<file path="src/design/slpc_pkg.sv">
// ----------------------------------------------------------------------------
// Status LED pattern controller package
// Shared types, mode and command codes, register indexes and reset values.
// ----------------------------------------------------------------------------
package slpc_pkg;

	// Field widths of the item, state and configuration fields.
	localparam int TIME_WIDTH  = 32;
	localparam int COUNT_WIDTH = 16;
	localparam int HALF_WIDTH  = 16;
	localparam int TOTAL_WIDTH = 8;

	// Configuration port.
	localparam int CFG_INDEX_WIDTH = 3;
	localparam int CFG_DATA_WIDTH  = 16;

	localparam logic [CFG_INDEX_WIDTH-1:0] CFG_DISC_HALF  = 3'd0;
	localparam logic [CFG_INDEX_WIDTH-1:0] CFG_RECON_HALF = 3'd1;
	localparam logic [CFG_INDEX_WIDTH-1:0] CFG_CONN_HALF  = 3'd2;
	localparam logic [CFG_INDEX_WIDTH-1:0] CFG_CONN_TOTAL = 3'd3;
	localparam logic [CFG_INDEX_WIDTH-1:0] CFG_ERR_HALF   = 3'd4;

	localparam logic [HALF_WIDTH-1:0]  DISC_HALF_RESET  = 16'd500;
	localparam logic [HALF_WIDTH-1:0]  RECON_HALF_RESET = 16'd300;
	localparam logic [HALF_WIDTH-1:0]  CONN_HALF_RESET  = 16'd100;
	localparam logic [TOTAL_WIDTH-1:0] CONN_TOTAL_RESET = 8'd6;
	localparam logic [HALF_WIDTH-1:0]  ERR_HALF_RESET   = 16'd500;

	// Item kinds.
	localparam logic CMD_UPDATE = 1'b0;
	localparam logic CMD_SET    = 1'b1;

	typedef enum logic [1:0] {
		MODE_DISCONNECTED = 2'd0,
		MODE_RECONNECTING = 2'd1,
		MODE_CONNECTED    = 2'd2,
		MODE_NORMAL       = 2'd3
	} mode_t;

	typedef struct packed {
		logic [HALF_WIDTH-1:0]  disc_half;
		logic [HALF_WIDTH-1:0]  recon_half;
		logic [HALF_WIDTH-1:0]  conn_half;
		logic [TOTAL_WIDTH-1:0] conn_total;
		logic [HALF_WIDTH-1:0]  err_half;
	} cfg_t;

	typedef struct packed {
		logic                   command;
		logic [TIME_WIDTH-1:0]  now_ms;
		logic [1:0]             new_mode;
		logic [COUNT_WIDTH-1:0] count_up;
		logic [COUNT_WIDTH-1:0] count_down;
		logic                   error_flag;
		logic                   stale_flag;
	} item_t;

	typedef struct packed {
		mode_t                  mode;
		logic                   conn_phase;
		logic [TIME_WIDTH-1:0]  conn_last;
		logic [TOTAL_WIDTH-1:0] conn_toggles;
		logic                   err_phase;
		logic [TIME_WIDTH-1:0]  err_last;
		logic                   led_red;
		logic                   led_green;
	} state_t;

endpackage

</file>
<file path="src/design/slpc_cfg.sv">
// ----------------------------------------------------------------------------
// Status LED configuration registers
// Holds the blink half periods and the connected toggle total.
// ----------------------------------------------------------------------------
module slpc_cfg
	import slpc_pkg::*;
(
	input  logic                       clk,
	input  logic                       arst_n,
	input  logic                       wr_en,
	input  logic [CFG_INDEX_WIDTH-1:0] wr_index,
	input  logic [CFG_DATA_WIDTH-1:0]  wr_data,
	output cfg_t                       cfg
);

	cfg_t cfg_q;

	// Register write; an unknown index is ignored.
	always_ff @(posedge clk or negedge arst_n) begin
		if (!arst_n) begin
			cfg_q.disc_half  <= DISC_HALF_RESET;
			cfg_q.recon_half <= RECON_HALF_RESET;
			cfg_q.conn_half  <= CONN_HALF_RESET;
			cfg_q.conn_total <= CONN_TOTAL_RESET;
			cfg_q.err_half   <= ERR_HALF_RESET;
		end else if (wr_en) begin
			case (wr_index)
				CFG_DISC_HALF:  cfg_q.disc_half  <= wr_data;
				CFG_RECON_HALF: cfg_q.recon_half <= wr_data;
				CFG_CONN_HALF:  cfg_q.conn_half  <= wr_data;
				CFG_CONN_TOTAL: cfg_q.conn_total <= wr_data[TOTAL_WIDTH-1:0];
				CFG_ERR_HALF:   cfg_q.err_half   <= wr_data;
				default: begin
				end
			endcase
		end
	end

	assign cfg = cfg_q;

endmodule

</file>
<file path="src/design/slpc_step.sv">
// ----------------------------------------------------------------------------
// Status LED step logic
// Computes the next controller state for one item from the current state.
// ----------------------------------------------------------------------------
module slpc_step
	import slpc_pkg::*;
(
	input  cfg_t   cfg,
	input  item_t  item,
	input  state_t cur,
	output state_t nxt
);

	logic [TIME_WIDTH-1:0] conn_elapsed;
	logic [TIME_WIDTH-1:0] err_elapsed;
	logic                  go_normal;
	logic                  err_any;

	// Wrapping elapsed times since the last toggles.
	assign conn_elapsed = item.now_ms - cur.conn_last;
	assign err_elapsed  = item.now_ms - cur.err_last;
	assign err_any      = item.error_flag | item.stale_flag;

	always_comb begin
		nxt       = cur;
		go_normal = 1'b0;
		if (item.command == CMD_SET) begin
			// A mode change clears the connection blink state.
			if (mode_t'(item.new_mode) != cur.mode) begin
				nxt.mode         = mode_t'(item.new_mode);
				nxt.conn_toggles = '0;
				nxt.conn_phase   = 1'b0;
				nxt.conn_last    = '0;
			end
		end else begin
			case (cur.mode)
				MODE_DISCONNECTED: begin
					if (conn_elapsed >= TIME_WIDTH'(cfg.disc_half)) begin
						nxt.conn_phase = ~cur.conn_phase;
						nxt.led_red    = ~cur.conn_phase;
						nxt.led_green  = 1'b0;
						nxt.conn_last  = item.now_ms;
					end
				end
				MODE_RECONNECTING: begin
					if (conn_elapsed >= TIME_WIDTH'(cfg.recon_half)) begin
						nxt.conn_phase = ~cur.conn_phase;
						nxt.led_red    = ~cur.conn_phase;
						nxt.led_green  = ~cur.conn_phase;
						nxt.conn_last  = item.now_ms;
					end
				end
				MODE_CONNECTED: begin
					if (cur.conn_toggles < cfg.conn_total) begin
						if (conn_elapsed >= TIME_WIDTH'(cfg.conn_half)) begin
							nxt.conn_phase   = ~cur.conn_phase;
							nxt.led_red      = 1'b0;
							nxt.led_green    = ~cur.conn_phase;
							nxt.conn_last    = item.now_ms;
							nxt.conn_toggles = cur.conn_toggles + 1'b1;
						end
					end else begin
						// Green burst done: drop into normal mode in this update.
						nxt.mode         = MODE_NORMAL;
						nxt.conn_toggles = '0;
						nxt.conn_phase   = 1'b0;
						nxt.conn_last    = '0;
						go_normal        = 1'b1;
					end
				end
				default: begin
					go_normal = 1'b1;
				end
			endcase

			// Normal mode: error blink or majority colour.
			if (go_normal) begin
				if (err_any) begin
					if (err_elapsed > TIME_WIDTH'(cfg.err_half)) begin
						nxt.err_phase = ~cur.err_phase;
						nxt.err_last  = item.now_ms;
					end
					nxt.led_red   = nxt.err_phase;
					nxt.led_green = nxt.err_phase;
				end else begin
					nxt.led_green = item.count_up > item.count_down;
					nxt.led_red   = item.count_down > item.count_up;
				end
			end
		end
	end

endmodule

</file>
<file path="src/design/status_led_pattern_controller.sv">
// ----------------------------------------------------------------------------
// Status LED pattern controller
// Drives an RGB status LED from connection mode items and market data updates.
// ----------------------------------------------------------------------------
// Usage:
// Items enter on the s_ channel. s_tuser is the item kind (0 update, 1 set
// mode); s_tdata carries the time stamp, new mode, up and down counts and the
// error and stale flags. Each item gives exactly one result on the m_ channel:
// the red, green and blue LED bits and the mode after the item.
// Configuration registers are written on the cfg_ channel; cfg_ready is always
// high. The user must write them only while no item is in flight; the block
// itself does not enforce it. An accepted item is held in the input register
// until the output register is free or emptying; the step logic then updates
// the controller state and loads the output register, which puts its result
// on the m_ channel. One item is taken per cycle while the receiver does not
// stall.
// When the receiver stalls, the output register holds its result and the
// input register fills; s_tready then drops until the result is taken.
// Reset puts the block in normal mode with the LED off and the registers at
// their default half periods (500, 300, 100 ms, 6 toggles, 500 ms).
// ----------------------------------------------------------------------------
module status_led_pattern_controller
	import slpc_pkg::*;
(
	input  logic                       clk,
	input  logic                       arst_n,
	// Item input.
	input  logic                       s_tvalid,
	output logic                       s_tready,
	// now_ms[31:0], new_mode[33:32], count_up[49:34], count_down[65:50],
	// error_flag[66], stale_flag[67], zero fill [71:68].
	input  logic [71:0]                s_tdata,
	// command[0].
	input  logic                       s_tuser,
	// Result output.
	output logic                       m_tvalid,
	input  logic                       m_tready,
	// led_red[0], led_green[1], led_blue[2], mode_now[4:3], zero fill [7:5].
	output logic [7:0]                 m_tdata,
	// Configuration writes.
	input  logic                       cfg_valid,
	output logic                       cfg_ready,
	input  logic [CFG_INDEX_WIDTH-1:0] cfg_index,
	input  logic [CFG_DATA_WIDTH-1:0]  cfg_data
);

	cfg_t   cfg;
	item_t  item_s1;
	logic   valid_s1;
	logic   advance;
	state_t state_q;
	state_t state_next;
	logic   out_valid_s2;
	logic   led_red_s2;
	logic   led_green_s2;
	mode_t  mode_s2;

	assign cfg_ready = 1'b1;

	slpc_cfg u_cfg (
		.clk      (clk),
		.arst_n   (arst_n),
		.wr_en    (cfg_valid),
		.wr_index (cfg_index),
		.wr_data  (cfg_data),
		.cfg      (cfg)
	);

	// The input register moves on when the output register is free or emptying.
	assign advance  = valid_s1 && (!out_valid_s2 || m_tready);
	assign s_tready = !valid_s1 || advance;

	always_ff @(posedge clk or negedge arst_n) begin
		if (!arst_n) begin
			valid_s1 <= 1'b0;
		end else if (s_tready) begin
			valid_s1 <= s_tvalid;
		end
	end

	// Input payload register.
	always_ff @(posedge clk) begin
		if (s_tvalid && s_tready) begin
			item_s1.command    <= s_tuser;
			item_s1.now_ms     <= s_tdata[31:0];
			item_s1.new_mode   <= s_tdata[33:32];
			item_s1.count_up   <= s_tdata[49:34];
			item_s1.count_down <= s_tdata[65:50];
			item_s1.error_flag <= s_tdata[66];
			item_s1.stale_flag <= s_tdata[67];
		end
	end

	slpc_step u_step (
		.cfg  (cfg),
		.item (item_s1),
		.cur  (state_q),
		.nxt  (state_next)
	);

	// Controller state, updated once per item.
	always_ff @(posedge clk or negedge arst_n) begin
		if (!arst_n) begin
			state_q.mode         <= MODE_NORMAL;
			state_q.conn_phase   <= 1'b0;
			state_q.conn_last    <= '0;
			state_q.conn_toggles <= '0;
			state_q.err_phase    <= 1'b0;
			state_q.err_last     <= '0;
			state_q.led_red      <= 1'b0;
			state_q.led_green    <= 1'b0;
		end else if (advance) begin
			state_q <= state_next;
		end
	end

	// Output register.
	always_ff @(posedge clk or negedge arst_n) begin
		if (!arst_n) begin
			out_valid_s2 <= 1'b0;
		end else if (advance) begin
			out_valid_s2 <= 1'b1;
		end else if (m_tready) begin
			out_valid_s2 <= 1'b0;
		end
	end

	always_ff @(posedge clk) begin
		if (advance) begin
			led_red_s2   <= state_next.led_red;
			led_green_s2 <= state_next.led_green;
			mode_s2      <= state_next.mode;
		end
	end

	assign m_tvalid = out_valid_s2;
	assign m_tdata  = {3'b000, mode_s2, 1'b0, led_green_s2, led_red_s2};

	// A result on display matches the state left by its item.
	assert property (@(posedge clk) disable iff (!arst_n)
		m_tvalid |-> (m_tdata[4:3] == state_q.mode && m_tdata[0] == state_q.led_red
			&& m_tdata[1] == state_q.led_green))
	else $error("result does not match controller state");

	// A set item leaves the block in the requested mode.
	assert property (@(posedge clk) disable iff (!arst_n)
		(advance && item_s1.command == CMD_SET) |=> (state_q.mode == $past(item_s1.new_mode)))
	else $error("set item did not reach its mode");

	// Any mode change clears the connection blink state.
	assert property (@(posedge clk) disable iff (!arst_n)
		(advance && state_next.mode != state_q.mode)
		|=> (state_q.conn_toggles == '0 && !state_q.conn_phase && state_q.conn_last == '0))
	else $error("mode change left connection blink state");

	// Every item that leaves the input register produces a result.
	assert property (@(posedge clk) disable iff (!arst_n)
		advance |=> m_tvalid)
	else $error("item produced no result");

endmodule
</file>
<file path="config.mk">
export PLATFORM = sky130hd
export DESIGN_NAME = status_led_pattern_controller
export DESIGN_NICKNAME = d
export VERILOG_FILES = /design/src/design/slpc_pkg.sv /design/src/design/slpc_cfg.sv /design/src/design/slpc_step.sv /design/src/design/status_led_pattern_controller.sv
export SDC_FILE = /design/constraint.sdc
export NUM_CORES = 1
export LEC_CHECK = 0
export ABC_AREA = 1
export BUFFER_PORTS_ARGS = -buffer_cell sky130_fd_sc_hd__buf_2
export CAP_MARGIN = 20
export CORE_MARGIN = 5
export CORE_UTILIZATION = 30
export CTS_CLUSTER_DIAMETER = 80
export DETAILED_ROUTE_END_ITERATION = 7
export GPL_ROUTABILITY_DRIVEN = 0
export PLACE_DENSITY_LB_ADDON = 0.05
export RECOVER_POWER = 50
export SLEW_MARGIN = 30
export SYNTH_ARGS = -nofsm -noshare
export SYNTH_HDL_FRONTEND = slang
export SYNTH_HIERARCHICAL = 1
export SYNTH_SLANG_ARGS = --single-unit
</file>
<file path="constraint.sdc">
create_clock -name clk -period 6 [get_ports clk]
set_input_delay 0.3 -clock clk [delete_from_list [all_inputs] [get_ports clk]]
set_output_delay 0.3 -clock clk [all_outputs]
set_load 0.03 [all_outputs]
</file>
* Word level (Yosys, flattened, before mapping)
Index checks and enable logic that the tools add are counted.
** Cells by class
- $mul :: 0
- Bitwise logic cells :: 4
- Order comparisons :: 7
- Equal/unequal tests :: 12
- Div/mod/pow operators :: 0
- Shift operators :: 0
- Reduce and logical (&&, ||, !) cells :: 21
- $add $sub $neg :: 3
- Muxes and demuxes :: 24
** Operators by type and width (count)
- $mux W33 :: 3
- $pmux W33 S3 :: 1
- $ge A32 B16 Y1 :: 3
- $mux W43 :: 2
- $mux W41 :: 2
- $sub A32 B32 Y32 :: 2
- $gt A16 B16 Y1 :: 2
- $gt A32 B16 Y1 :: 1
- $mux W2 :: 9
- $reduce_and A2 Y1 :: 5
- $add A8 B1 Y8 const B :: 1
- $lt A8 B8 Y1 :: 1
- $mux W8 :: 1
- $reduce_and A4 Y1 :: 2
- $eq A3 B2 Y1 const B :: 2
- $ne A3 B2 Y1 const B :: 2
- $pmux W2 S3 :: 1
- $reduce_and A6 Y1 :: 1
- $reduce_and A5 Y1 :: 1
- $mux W1 :: 4
- $ne A4 B4 Y1 const B :: 1
- $reduce_bool A2 Y1 :: 2
- $reduce_bool A4 Y1 :: 1
- $eq A3 B1 Y1 const B :: 1
- 15 further kinds :: 20
** Word-level totals
- ROM bits :: 0
- Memory bits (writable) :: 0
- Flip-flop bits (word level) :: 225
- Latch bits :: 0
- Memories kept :: 0
- Output and inout port bits :: 11
- Input bits :: 97
- Word-level logic and storage cells :: 96

* Logic depth before layout (Yosys ltp)
Gate-level depths: netlist of the first run.
- Depth in word-level cells :: 7
- Depth in mapped cells :: 33
- Gate-level depth less buffers :: 33

* Hierarchy
The synthesis of the first run kept the hierarchy.
** Modules (own cells, without submodules)
- slpc_step :: cells each 2030, instances 1, sequential area each 0.0 um^2, area each 10412.5 um^2
- status_led_pattern_controller :: cells each 430, instances 1, sequential area each 4196.5 um^2, area each 5442.7 um^2
- slpc_cfg :: cells each 322, instances 1, sequential area each 1828.0 um^2, area each 2957.8 um^2

* Least setup slack after synthesis of the first run
No wires, ideal clock.
- Path kind :: register -> register
- From :: reg item_s1[36] (netlist name)
- To :: reg state_q[33] (netlist name)
- Path slack :: 2.444 ns
- Arrival time :: 3.439 ns
- Period minus slack after synthesis :: 3.556 ns
- Cell stages (with the launch flop) :: 30
- Data required time :: 5.883 ns
- Buffers on the path :: 2
- Library setup time :: 0.117 ns
- Cells stage by stage :: edfxtp_1 > inv_1 > ha_1 > inv_1 > fa_1 > nand3_1 > nand2_1 > nand2_1 > nand2_1 > nand3_1 > nand2_1 > xor2_1 > ha_1 > nand2_1 > inv_1 > nand3_1 > nor2_1 > nand3_1 > nand2_1 > nand3_1 > nor2_1 > nand3_1 > nor2_1 > nand2_1 > nand3_1 > buf_4 > clkbuf_1 > o21ai_0 > nand3_1 > nand2_1
** Between the ends
- Cells in the longest elaborated chain, start to end :: 3
** Ends and longest elaborated chain
- start, declared :: line status_led_pattern_controller.sv:48 : item_t item_s1;
- $sub A32 B32 Y32 :: line slpc_step.sv:21 : assign err_elapsed = item.now_ms - cur.err_last;
- $gt A32 B16 Y1 :: line slpc_step.sv:79 : if (err_elapsed > TIME_WIDTH'(cfg.err_half)) begin
- $reduce_and A5 Y1 (no source line)
- end signal, assigned :: line status_led_pattern_controller.sv:113 : state_q <= state_next;
- end, declared :: line status_led_pattern_controller.sv:51 : state_t state_q;
Every way passes these cells.
A chain may end at the register's enable or synchronous reset.

* Worst setup path after layout of the first run
- From :: reg item_s1[36] (netlist name)
- To :: reg state_q[72] (netlist name)
** Between the ends
- Cells in the longest elaborated chain, start to end :: 4
- Elaborated cells between the ends (all ways) :: 8
- Those cells by class :: 1 x add/sub; 3 x order compare; 3 x eq/ne; 1 x reduce/logical
** Ends and longest elaborated chain
- $sub A32 B32 Y32 * :: line slpc_step.sv:20 : assign conn_elapsed = item.now_ms - cur.conn_last;
- $ge A32 B16 Y1, on equally long branches :: line slpc_step.sv:55, slpc_step.sv:38, slpc_step.sv:46
- $ne A4 B4 Y1 (no source line) / $ne A3 B2 Y1 (equally long branches)
- $reduce_and A6 Y1 (no source line) *
Every way passes the cells marked *; elsewhere a longest branch is shown, timed or not.

==> results of run 1 <==
## metal layers
metal,vias to the layer above,track usage (%)
met2,471,32.3
met1,8624,27.3
met3,79,2.49
li1,9180,-
met4,0,4.99
met5,-,0
## cell families (layout without fill, tap and decap cells)
group / Yosys count / count (layout) / synth area share, %
XOR/XNOR: 40 / 40 / 1.86
buffers and inverters: 516 / 670 / 11.6
AND/OR/NAND/NOR: 1425 / 1425 / 31.4
flip-flops: 225 / 225 / 32.0
adder cells (fa/ha/maj): 152 / 152 / 10.2
other: 2 / 5 / 0.0399
AO/OA/AOI/OAI: 422 / 422 / 12.9
## placed cells by master (no fill, tap or decap), types with 5 or more instances in the layout
cell type,n
nand2_1,993
inv_1,395
nand3_1,220
a21oi_1,151
ha_1,150
dfrtp_1,128
o21ai_0,127
nor2_1,122
buf_2,90
o21ai_1,82
edfxtp_1,73
dlygate4sd3_1,71
clkbuf_16,39
xor2_1,32
nand4_1,32
o211ai_2,30
dfstp_2,23
nor3_1,19
inv_2,17
clkbuf_1,11
buf_4,11
nand2_2,10
o211ai_1,9
clkinv_1,8
xnor2_1,8
nand3b_1,8
clkinv_2,6
a211oi_1,6
and2_1,6
conb_1,5
inv_6,5
nor2_4,5
nor2_2,5
## final timing paths
kind / startpoint / end / slack, ns / cells past startpoint
worst max-delay path: item_s1[36]$_DFFE_PP_ / state_q[72]$_DFFE_PN0P_ / 1.03 / 25
worst min-delay path: cfg_data[2] / u_cfg/cfg[42]$_DFFE_PN1P_ / 0.04 / 3
worst max register to register: item_s1[36]$_DFFE_PP_ / state_q[72]$_DFFE_PN0P_ / 1.03 / 25
worst min register to register: u_cfg/cfg[62]$_DFFE_PN1P_ / u_cfg/cfg[62]$_DFFE_PN1P_ / 0.46 / 2
max in group asynchronous: arst_n / valid_s1$_DFFE_PN0P_ / 1.60 / 3
min in group asynchronous: arst_n / u_cfg/cfg[65]$_DFFE_PN0P_ / 1.12 / 2
## where the power goes
part           switching, mW  total [mW]  leakage [nW]  internal [mW]
Clock                  0.843        2.21         0.614           1.37
Combinational           3.56        5.36          8.08           1.79
Sequential             0.353        2.31          2.62           1.96
Total                   4.76        9.88          11.3           5.12
## registers in the layout (all words and copies together) (netlist names)
name / cells
u_cfg/cfg: 72
state_q: 78
led_green_s2: 1
item_s1: 69
valid_s1: 1
mode_s2: 2
led_red_s2: 1
m_tvalid: 1
## through the flow
stage | std cells | utilization, %
finish | 3776 | 35.2
global placement | 3638 | 32.2
floorplan | 2785 | -
global route | 3776 | 35.2
CTS | 3776 | 35.3
detailed placement | 3638 | 32.2
## cells in the mapped netlist (all sizes together)
master | count | area [um2]
nand2 | 1006 | 3850
inv | 413 | 1550
nand3 | 222 | 1120
o21ai | 209 | 1050
a21oi | 152 | 764
ha | 150 | 1880
nor2 | 132 | 554
dfrtp | 129 | 3230
edfxtp | 73 | 2190
buf | 68 | 504
o211ai | 39 | 443
nand4 | 32 | 200
xor2 | 32 | 280
clkbuf | 30 | 113
dfstp | 23 | 604
nor3 | 19 | 95.1
nand3b | 8 | 60.1
xnor2 | 8 | 70.1
a211oi | 6 | 45.0
and2 | 6 | 37.5
clkinv | 5 | 18.8
a21o | 3 | 22.5
a31oi | 3 | 18.8
conb | 2 | 7.51
fa | 2 | 40.0
o21a | 2 | 15.0
o21bai | 2 | 15.0
o31ai | 2 | 15.0
a21boi | 1 | 7.51
o221a | 1 | 11.3
o22ai | 1 | 6.26
o311ai | 1 | 8.76
## area by class of cell
cell class	count	area, um2	area share [%]
Clock buffer	47	1050	4.79
Clock inverter	20	206	0.946
Inverter	418	1570	7.19
Multi-Input combinational cell	2044	10600	48.5
Sequential cell	225	6030	27.6
Tap cell	837	1050	4.80
Timing Repair Buffer	185	1350	6.16
## worst min-delay path, delay by kind of cell
kind / cells / cell delay [ns]
simple gates: 2 / 0.14
buf+inv: 1 / 0.15
## repair_timing
item                      CTS  global route
hold buffers               71             0
gates resized for setup     0             0
hold endpoints to repair  106             0
==> metrics.md, run 1 <==
| Metric | Value |
|---|---|
| Status | `complete, but fails checks` |
| Failing checks | `capacitance limit, slew limit` |
| Drt pass-1 iters | `6` |
| Die ar. | `around 68,000 um2` |
| Leak | `11.3 nW` |
| Clock latency on the worst-skew pair | `between 0.5 and 0.6 ns` |
| Routed vias/inst | `4.86` |
| RSZ-0062 raised after global routing | `no` |
| Family with the most delay on the worst path | `buffers and inverters` |
| Synth warn | `6` |
| Most common cell on crit path | `nand2_1` |
| H-tree Lvls | `2` |
| Post-layout min period | `between 4 and 5 ns` |
| Max IR drop VDD | `between 0.00015 and 0.0002 V` |
| First-pass GRT wire length | `about 100,000 um` |
| Final-report hold violation count | `0` |
| Pin count of the biggest net entering global routing | `116` |
| Finish-stage setup viols | `0` |
| Critical path's largest stage delay | `between 0.7 and 0.8 ns` |
| Cell Pwr Density | `roughly 450 nW/um2` |
| Slew Viols, Final | `approximately 210` |
| Initial Util | `30.4%` |
| Rows | `approximately 90` |
| Worst path bufs/invs | `4` |
| WS Path Type | `reg2reg` |
| TritonCTS buffer count | `37` |
| Synthesized area per cell | `a little under 7 um2` |
| IO Port Bufs | `98` |
| Top sig layer | `met4` |
| Vias in the first global route | `roughly 18,000` |
| Placed Area | `~20,000 um2` |
| Worst EP arrival | `roughly 5.4 ns` |
| Worst endpoint required time | `approximately 6.4 ns` |
| Max Cap Viol | `3` |
| Worst-Margin Slew | `3.85 ns` |
| Crit path max fanout | `64` |
| Total wire length | `between 60,000 and 70,000 um` |
| Slowest cell on crit path | `buf_4` |
| Layout cell share with drive strength beyond 1 | `9.05%` |
| Syn Inst Count | `~2,800` |
| Clock slew at reported path FFs | `around 0.060 ns` |
| Worst Setup Start Kind | `register` |
| Antenna viol nets, final | `0` |
| CTS tree | `done` |
| Design Area, Final | `21,800 um2` |
| Hold WS | `roughly 0.041 ns` |
| Setup_tns | `0 ns` |
| Worst slack, placed | `between 1 and 1.5 ns` |
| Synthesis-to-layout area growth | `16.0%` |
| Clock sinks | `around 230` |
| Die Y | `between 200 and 300 um` |
| Register area share after synthesis | `approximately a third` |
| Crit share post-route | `between 80% and 90%` |
| Routed wl met3 | `approximately 3600 um` |
| Netlist cell types | `45` |
| Core area | `between 60,000 and 70,000 um2` |
| Overall Power | `9.88 mW` |
| Crit. End Element | `register` |
| Yosys reg bits | `225` |
| Final worst slack | `around 1.0 ns` |
| Initial antenna violation count | `0` |
| Nets | `3,160` |
| Max-slew headroom | `-158%` |
| CTS max path bufs | `3` |
| WL met1 | `32,000 um` |
| Fill cell count | `between 6,000 and 7,000` |
| # DRC | `0` |
| Routed wire length per instance | `roughly 18 um` |
| Antenna cells | `0` |
| Clock root cell | `clkbuf_16` |
| FMAX | `approximately 200 MHz` |
| Final Skew | `about 0.016 ns` |
| Post-CTS setup buffers | `0` |
| Via count | `18,400` |
| Die X | `approximately 260 um` |
| IO Pins | `108` |
| Tot GR Track Use | `19.6%` |
| Routed met2 length | `between 30,000 and 40,000 um` |
| Worst Hold Class | `in2reg` |
| Number of DRC markers in iteration 0 | `1,371` |
| DP Wirelength | `46,900 um` |
| Mapped Area | `18,800 um2` |
| Gr ovfl total | `0` |
(Power assumes the default switching activity.)
==> run 2, diff against run 1 <==
- clock period: 6 -> 4.55 ns (I/O delays scaled with it)
==> metrics.md, run 2 (synthesized netlist as in run 1, its figures left out) <==
| Metric | Value |
|---|---|
| DP Wirelength | `49,700 um (+6.0%)` |
| Reg2reg start | `item_s1[45]$_DFFE_PP_` |
| Failing checks | `capacitance limit, slew limit` |
| Worst-Margin Slew | `2.26 ns (-1.60 ns)` |
| Pin count of the biggest net entering global routing | `79 (-32%)` |
| Critical R2R Capture | `state_q[74]$_DFFE_PN0P_` |
| Placed Area | `20,300 um2 (+2.1%)` |
| Hold Crit Endpoint | `u_cfg/cfg[4]$_DFFE_PN1P_` |
| Crit share post-route | `92.5% (+9.6 points)` |
| Status | `complete, but fails checks` |
| Top reg by flops | `state_q` |
| Combinational Power Share | `57.1% (+2.9 points)` |
| WS Path Type | `reg2reg` |
| Post-layout min period | `4.21 ns (-0.766 ns)` |
| Core area | `61,900 um2 (unchanged)` |
| R2R depth | `23 (-8.0%)` |
| CTS max path bufs | `3 (unchanged)` |
| Commonest cells after routing, fill and taps aside | `nand2_1, inv_1, nand3_1` |
| Die X | `260 um (unchanged)` |
| Initial antenna violation count | `0 (unchanged)` |
| Finish-stage setup viols | `0 (unchanged)` |
| Hold path startpoint | `cfg_index[1]` |
| Crit. End Element | `register` |
| Clock network fraction of design power | `19.5% (-2.9 points)` |
| Max-slew headroom | `-50.5% (+110 points)` |
| Sw frac | `48.3% (+0.078 points)` |
| Max IR drop VDD | `0.000283 V (+45%)` |
| Worst Hold Class | `in2reg` |
| Net load switching power | `6.29 mW (+32%)` |
| Number of DRC markers in iteration 0 | `1,069 (-22%)` |
| FMAX | `238 MHz (+18%)` |
| Gr ovfl total | `0 (unchanged)` |
| H-tree Lvls | `2 (unchanged)` |
| TritonCTS buffer count | `34 (-8.1%)` |
| Design Area, Final | `22,400 um2 (+2.8%)` |
| Antenna viol nets, final | `0 (unchanged)` |
| Crit path max fanout | `36 (-44%)` |
| Initial Util | `30.4% (unchanged)` |
| # DRC | `0 (unchanged)` |
| Clock latency on the worst-skew pair | `0.55 ns (about the same)` |
| Leak | `11.6 nW (+2.4%)` |
| IO Pins | `108 (unchanged)` |
| Max Cap Viol | `1 (-2)` |
| Antenna cells | `0 (unchanged)` |
| Via count | `18,600 (+1.1%)` |
| Routed vias/inst | `4.83 (-0.68%)` |
| CTS tree | `done` |
| Drt pass-1 iters | `8 (+2)` |
| Multi-input logic area | `10,700 um2 (+1.4%)` |
| Slew Viols, Final | `75 (-64%)` |
| Die ar. | `67,800 um2 (unchanged)` |
| Setup_tns | `0 ns (unchanged)` |
| Tot GR Track Use | `19.8% (+0.19 points)` |
| Fin cells | `3,844 (+1.8%)` |
| Worst hold stages | `4 (+1)` |
| Vias in the first global route | `18,300 (+2.0%)` |
| Final worst slack | `0.343 ns (-0.684 ns)` |
| Sequential share of power | `23.4% (about the same)` |
| Fill cell count | `6,697 (-0.51%)` |
| Synthesis-to-layout area growth | `19.3%` |
| FF-to-FF setup slack | `0.34 ns (-0.68 ns)` |
| Worst endpoint required time | `4.97 ns (-1.46 ns)` |
| Final-report hold violation count | `0 (unchanged)` |
| IO Port Bufs | `98 (unchanged)` |
| Max reg flops | `78 (unchanged)` |
| Total wire length | `67,600 um (+0.50%)` |
| Clock slew at reported path FFs | `0.05 ns (about the same)` |
| Inst Count DP | `3,686 (+1.3%)` |
| Clock sinks | `225 (unchanged)` |
| Worst slack, placed | `0.101 ns (-0.992 ns)` |
| Clock root cell | `clkbuf_16` |
| First-pass GRT wire length | `105,000 um (+0.71%)` |
| Worst Setup Start Kind | `register` |
| FF/Latch Area | `6030 um2 (about the same)` |
| Rows | `91 (unchanged)` |
| Commonest non-fill, non-tap cell in the layout | `nand2_1` |
| Nets | `3,230 (+2.2%)` |
| Cell Pwr Density | `581 nW/um2 (+28%)` |
| Routed wire length per instance | `17.6 um (-1.3%)` |
| Internal power | `6.74 mW (+32%)` |
| Worst EP arrival | `4.63 ns (-0.78 ns)` |
| Final Skew | `0.0194 ns (+0.00351 ns)` |
| Layout cell share with drive strength beyond 1 | `11.7% (+2.7 points)` |
| Final core utilization | `36.2% (+0.99 points)` |
| Die Y | `260 um (unchanged)` |
-- run 2: worst max-delay path: stages (launching register included) --
cell,delay (ns)
edfxtp_1,0.49
buf_4,0.19
ha_2,0.36
nand2_1,0.12
nor2_2,0.20
nand3_1,0.15
nand3_1,0.17
xor2_2,0.23
buf_4,0.16
ha_1,0.21
inv_1,0.07
nor3_1,0.05
a211oi_1,0.16
nand2_1,0.12
a21oi_1,0.17
buf_4,0.21
nand2_2,0.15
buf_12,0.24
o211ai_1,0.18
nand2_1,0.07
nor2_1,0.10
o21ai_0,0.08
nand3_1,0.09
nand2_1,0.07
-- run 2: worst max path at each step --
stage / cells past startpoint / startpoint / end
3_3_place_gp: 30 / item_s1[38]$_DFFE_PP_ / led_green_s2$_DFFE_PP_
2_1_floorplan: 29 / item_s1[36]$_DFFE_PP_ / state_q[33]$_DFFE_PN0P_
4_1_cts: 29 / item_s1[38]$_DFFE_PP_ / state_q[22]$_DFFE_PN0P_
5_1_grt: 25 / state_q[51]$_DFFE_PN0P_ / state_q[74]$_DFFE_PN0P_
6_report: 23 / item_s1[45]$_DFFE_PP_ / state_q[74]$_DFFE_PN0P_
3_5_place_dp: 30 / item_s1[38]$_DFFE_PP_ / led_green_s2$_DFFE_PP_
-- run 2: area by class of cell --
class	count	share of cell area (%)
clock inverters	19	0.663
flip-flops and latches	225	26.9
inverters	418	7.00
clock buffers	43	4.03
repair buffers	258	8.90
well taps	837	4.67
multi-input cells	2044	47.9
-- run 2: power by group through the flow --
stage	Combinational, mW	Clock [mW]	Sequential, mW
after floorplan	4.94	0	2.94
after global placement	7.20	0	3.06
after detailed placement	7.28	0	3.08
after CTS	7.38	2.65	3.05
after global routing	8.53	2.72	3.12
final	7.45	2.54	3.05
-- run 2: stage by stage --
step                      hold WS, ns  total power, mW
after detailed placement        0.356             10.4
after global routing           0.0874             14.4
final                          0.0856             13.0
after global placement          0.342             10.3
after CTS                      0.0588             13.1
after floorplan               -0.0681             7.87
-- run 2: what timing repair did --
item / CTS / global route
setup endpoints to repair: 0 / 77
endpoints found under the hold margin: 193 / 0
buffers inserted: 0 / 8
hold buffers: 88 / 0
resized for setup: 0 / 43
-- run 2: layer usage --
metal,vias to the layer above,global-route usage (%),wire [um]
li1,9337,-,-
met2,430,33.6,31600
met3,78,2.78,3430
met1,8713,26.8,31200
met5,-,0,0
met4,0,4.46,1360
==> run 3, diff against run 2 <==
- CELL_PAD_IN_SITES_DETAIL_PLACEMENT: unset -> 0
- CELL_PAD_IN_SITES_GLOBAL_PLACEMENT: unset -> 1
- MAX_ROUTING_LAYER: unset -> met4
- REMOVE_ABC_BUFFERS: unset -> 1
==> metrics.md, run 3 (synthesized netlist as in run 1, its figures left out) <==
| Metric | Value |
|---|---|
| Status | `complete, but fails checks` |
| Failing checks | `capacitance limit, slew limit` |
| Worst EP arrival | `4.67 ns (+0.04 ns)` |
| Fill cell count | `6,726 (+0.43%)` |
| Layout cell share with drive strength beyond 1 | `10.4% (-1.3 points)` |
| Finish-stage setup viols | `0 (unchanged)` |
| Routed wire length per instance | `18.8 um (+6.6%)` |
| CTS max path bufs | `3 (unchanged)` |
| Clock slew at reported path FFs | `0.06 ns (about the same)` |
| Total wire length | `71,800 um (+6.1%)` |
| Design Area, Final | `22,400 um2 (unchanged)` |
| Family with the most delay on the worst path | `simple AND/OR/NAND/NOR gates` |
| Worst path bufs/invs | `4 (-1)` |
| Die X | `260 um (unchanged)` |
| Initial Util | `30.4% (unchanged)` |
| Commonest cells after routing, fill and taps aside | `nand2_1, inv_1, nand3_1` |
| Hold WS | `0.0849 ns (-0.000694 ns)` |
| Antenna viol nets, final | `0 (unchanged)` |
| Placed Area | `20,200 um2 (-0.87%)` |
| Antenna cells | `0 (unchanged)` |
| Slew Viols, Final | `138 (+84%)` |
| Worst Hold Class | `in2reg` |
| Synthesis-to-layout area growth | `19.3% (unchanged)` |
| Pin count of the biggest net entering global routing | `85 (+7.6%)` |
| Overall Power | `13.2 mW (+1.0%)` |
| Initial antenna violation count | `0 (unchanged)` |
| Crit share post-route | `93.1% (+0.66 points)` |
| Rows | `91 (unchanged)` |
| DP Wirelength | `50,200 um (+0.92%)` |
| Drt pass-1 iters | `5 (-3)` |
| Vias in the first global route | `18,600 (+2.0%)` |
| Tot GR Track Use | `20.7% (+0.93 points)` |
| Via count | `18,700 (+0.78%)` |
| Leak | `11.6 nW (-0.29%)` |
| IO Pins | `108 (unchanged)` |
| Worst endpoint required time | `4.98 ns (about the same)` |
| Clock latency on the worst-skew pair | `0.56 ns (about the same)` |
| Max-slew headroom | `-58.4% (-7.9 points)` |
| Post-layout min period | `4.24 ns (+0.0299 ns)` |
| Top reg by flops | `state_q` |
| IO Port Bufs | `98 (unchanged)` |
| Cell Pwr Density | `587 nW/um2 (+1.0%)` |
| Die Y | `260 um (unchanged)` |
| Clock root cell | `clkbuf_16` |
| Max IR drop VDD | `0.000245 V (-13%)` |
| Die ar. | `67,800 um2 (unchanged)` |
| Crit. End Element | `register` |
| Worst Setup Start Kind | `register` |
| Gr ovfl total | `0 (unchanged)` |
| Nets | `3,212 (-0.56%)` |
| TritonCTS buffer count | `34 (unchanged)` |
| Critical path's largest stage delay | `0.48 ns (about the same)` |
| Worst-Margin Slew | `2.38 ns (+0.119 ns)` |
| RSZ-0062 raised after global routing | `yes` |
| CTS tree | `done` |
| Final-report hold violation count | `0 (unchanged)` |
| Clock sinks | `225 (unchanged)` |
| Commonest non-fill, non-tap cell in the layout | `nand2_1` |
| FMAX | `236 MHz (-0.71%)` |
| Crit path max fanout | `50 (+39%)` |
| Slowest cell on crit path | `edfxtp_1` |
| Max reg flops | `78 (unchanged)` |
| First-pass GRT wire length | `107,000 um (+2.1%)` |
| # DRC | `0 (unchanged)` |
| Most common cell on crit path | `nand2_1` |
| Max Cap Viol | `2 (+1)` |
| Routed vias/inst | `4.89 (+1.3%)` |
| Core area | `61,900 um2 (unchanged)` |
| Number of DRC markers in iteration 0 | `1,090 (+2.0%)` |
| Final Skew | `0.0359 ns (+0.0165 ns)` |
| H-tree Lvls | `2 (unchanged)` |
| WS Path Type | `reg2reg` |
==> run 3: worst paths after layout <==
check	startpoint	endpoint	slack, ns	cells past startpoint
setup / recovery	item_s1[40]$_DFFE_PP_	state_q[51]$_DFFE_PN0P_	0.31	25
hold / removal	cfg_valid	u_cfg/cfg[17]$_DFFE_PN1P_	0.08	5
setup reg to reg	item_s1[40]$_DFFE_PP_	state_q[51]$_DFFE_PN0P_	0.31	25
hold reg to reg	u_cfg/cfg[61]$_DFFE_PN1P_	u_cfg/cfg[61]$_DFFE_PN1P_	0.46	2
max in group asynchronous	arst_n	valid_s1$_DFFE_PN0P_	1.14	3
min in group asynchronous	arst_n	u_cfg/cfg[49]$_DFFE_PN0P_	0.91	2
==> run 3: layer usage <==
layer | up-vias | track usage (%) | routed length [um]
met5 | - | - | 0
met4 | 0 | 5.80 | 1840
met3 | 123 | 2.16 | 2920
met2 | 415 | 33.4 | 33100
met1 | 8857 | 27.8 | 33900
li1 | 9308 | - | -
==> run 3: stage by stage <==
step	worst slack, ns	setup TNS, ns	util [%]	cells
after floorplan	0.154	0	-	2687
after global routing	-0.0130	-0.0210	36.2	3826
after CTS	0.0162	0	35.8	3815
after detailed placement	0.0424	0	32.6	3665
final	0.313	0	36.2	3826
after global placement	0.131	0	32.6	3665
==> run 3: final cells by class <==
| type | instances | area, um2 | share of cell area (%) |
|---|---|---|---|
| Multi-Input combinational cell | 2044 | 10800 | 47.9 |
| Sequential cell | 225 | 6030 | 26.9 |
| Timing Repair Buffer | 240 | 1920 | 8.54 |
| Inverter | 418 | 1570 | 7.00 |
| Tap cell | 837 | 1050 | 4.67 |
| Clock buffer | 43 | 926 | 4.13 |
| Clock inverter | 19 | 203 | 0.903 |
==> run 3: timing repair <==
action,in CTS,in global routing
hold buffers,88,0
resized for setup,0,35
endpoints found under the hold margin,203,0
buffers inserted,0,3
endpoints found under the setup margin,0,76
==> run 3: power breakdown <==
group | switching, mW | total [mW] | internal (mW)
registers | 0.468 | 3.05 | 2.58
logic | 4.80 | 7.41 | 2.61
clock network | 1.08 | 2.71 | 1.63
==> run 3: worst reg2reg max path, stage by stage (launching register included) <==
cell	delay (ns)
edfxtp_1	0.48
buf_4	0.19
ha_1	0.35
nand2_1	0.11
nor2_1	0.21
nand2_2	0.10
nand2_4	0.09
nand2_1	0.07
nand2_2	0.11
xor2_1	0.17
buf_4	0.17
ha_1	0.26
nand2_1	0.08
nor2_1	0.05
a211oi_2	0.20
nand2_1	0.10
a21oi_2	0.18
nand3_2	0.11
buf_12	0.19
buf_4	0.30
o21ai_0	0.17
nand2_1	0.08
o21ai_1	0.15
nand2_1	0.07
nand3_1	0.07
nand2_1	0.06
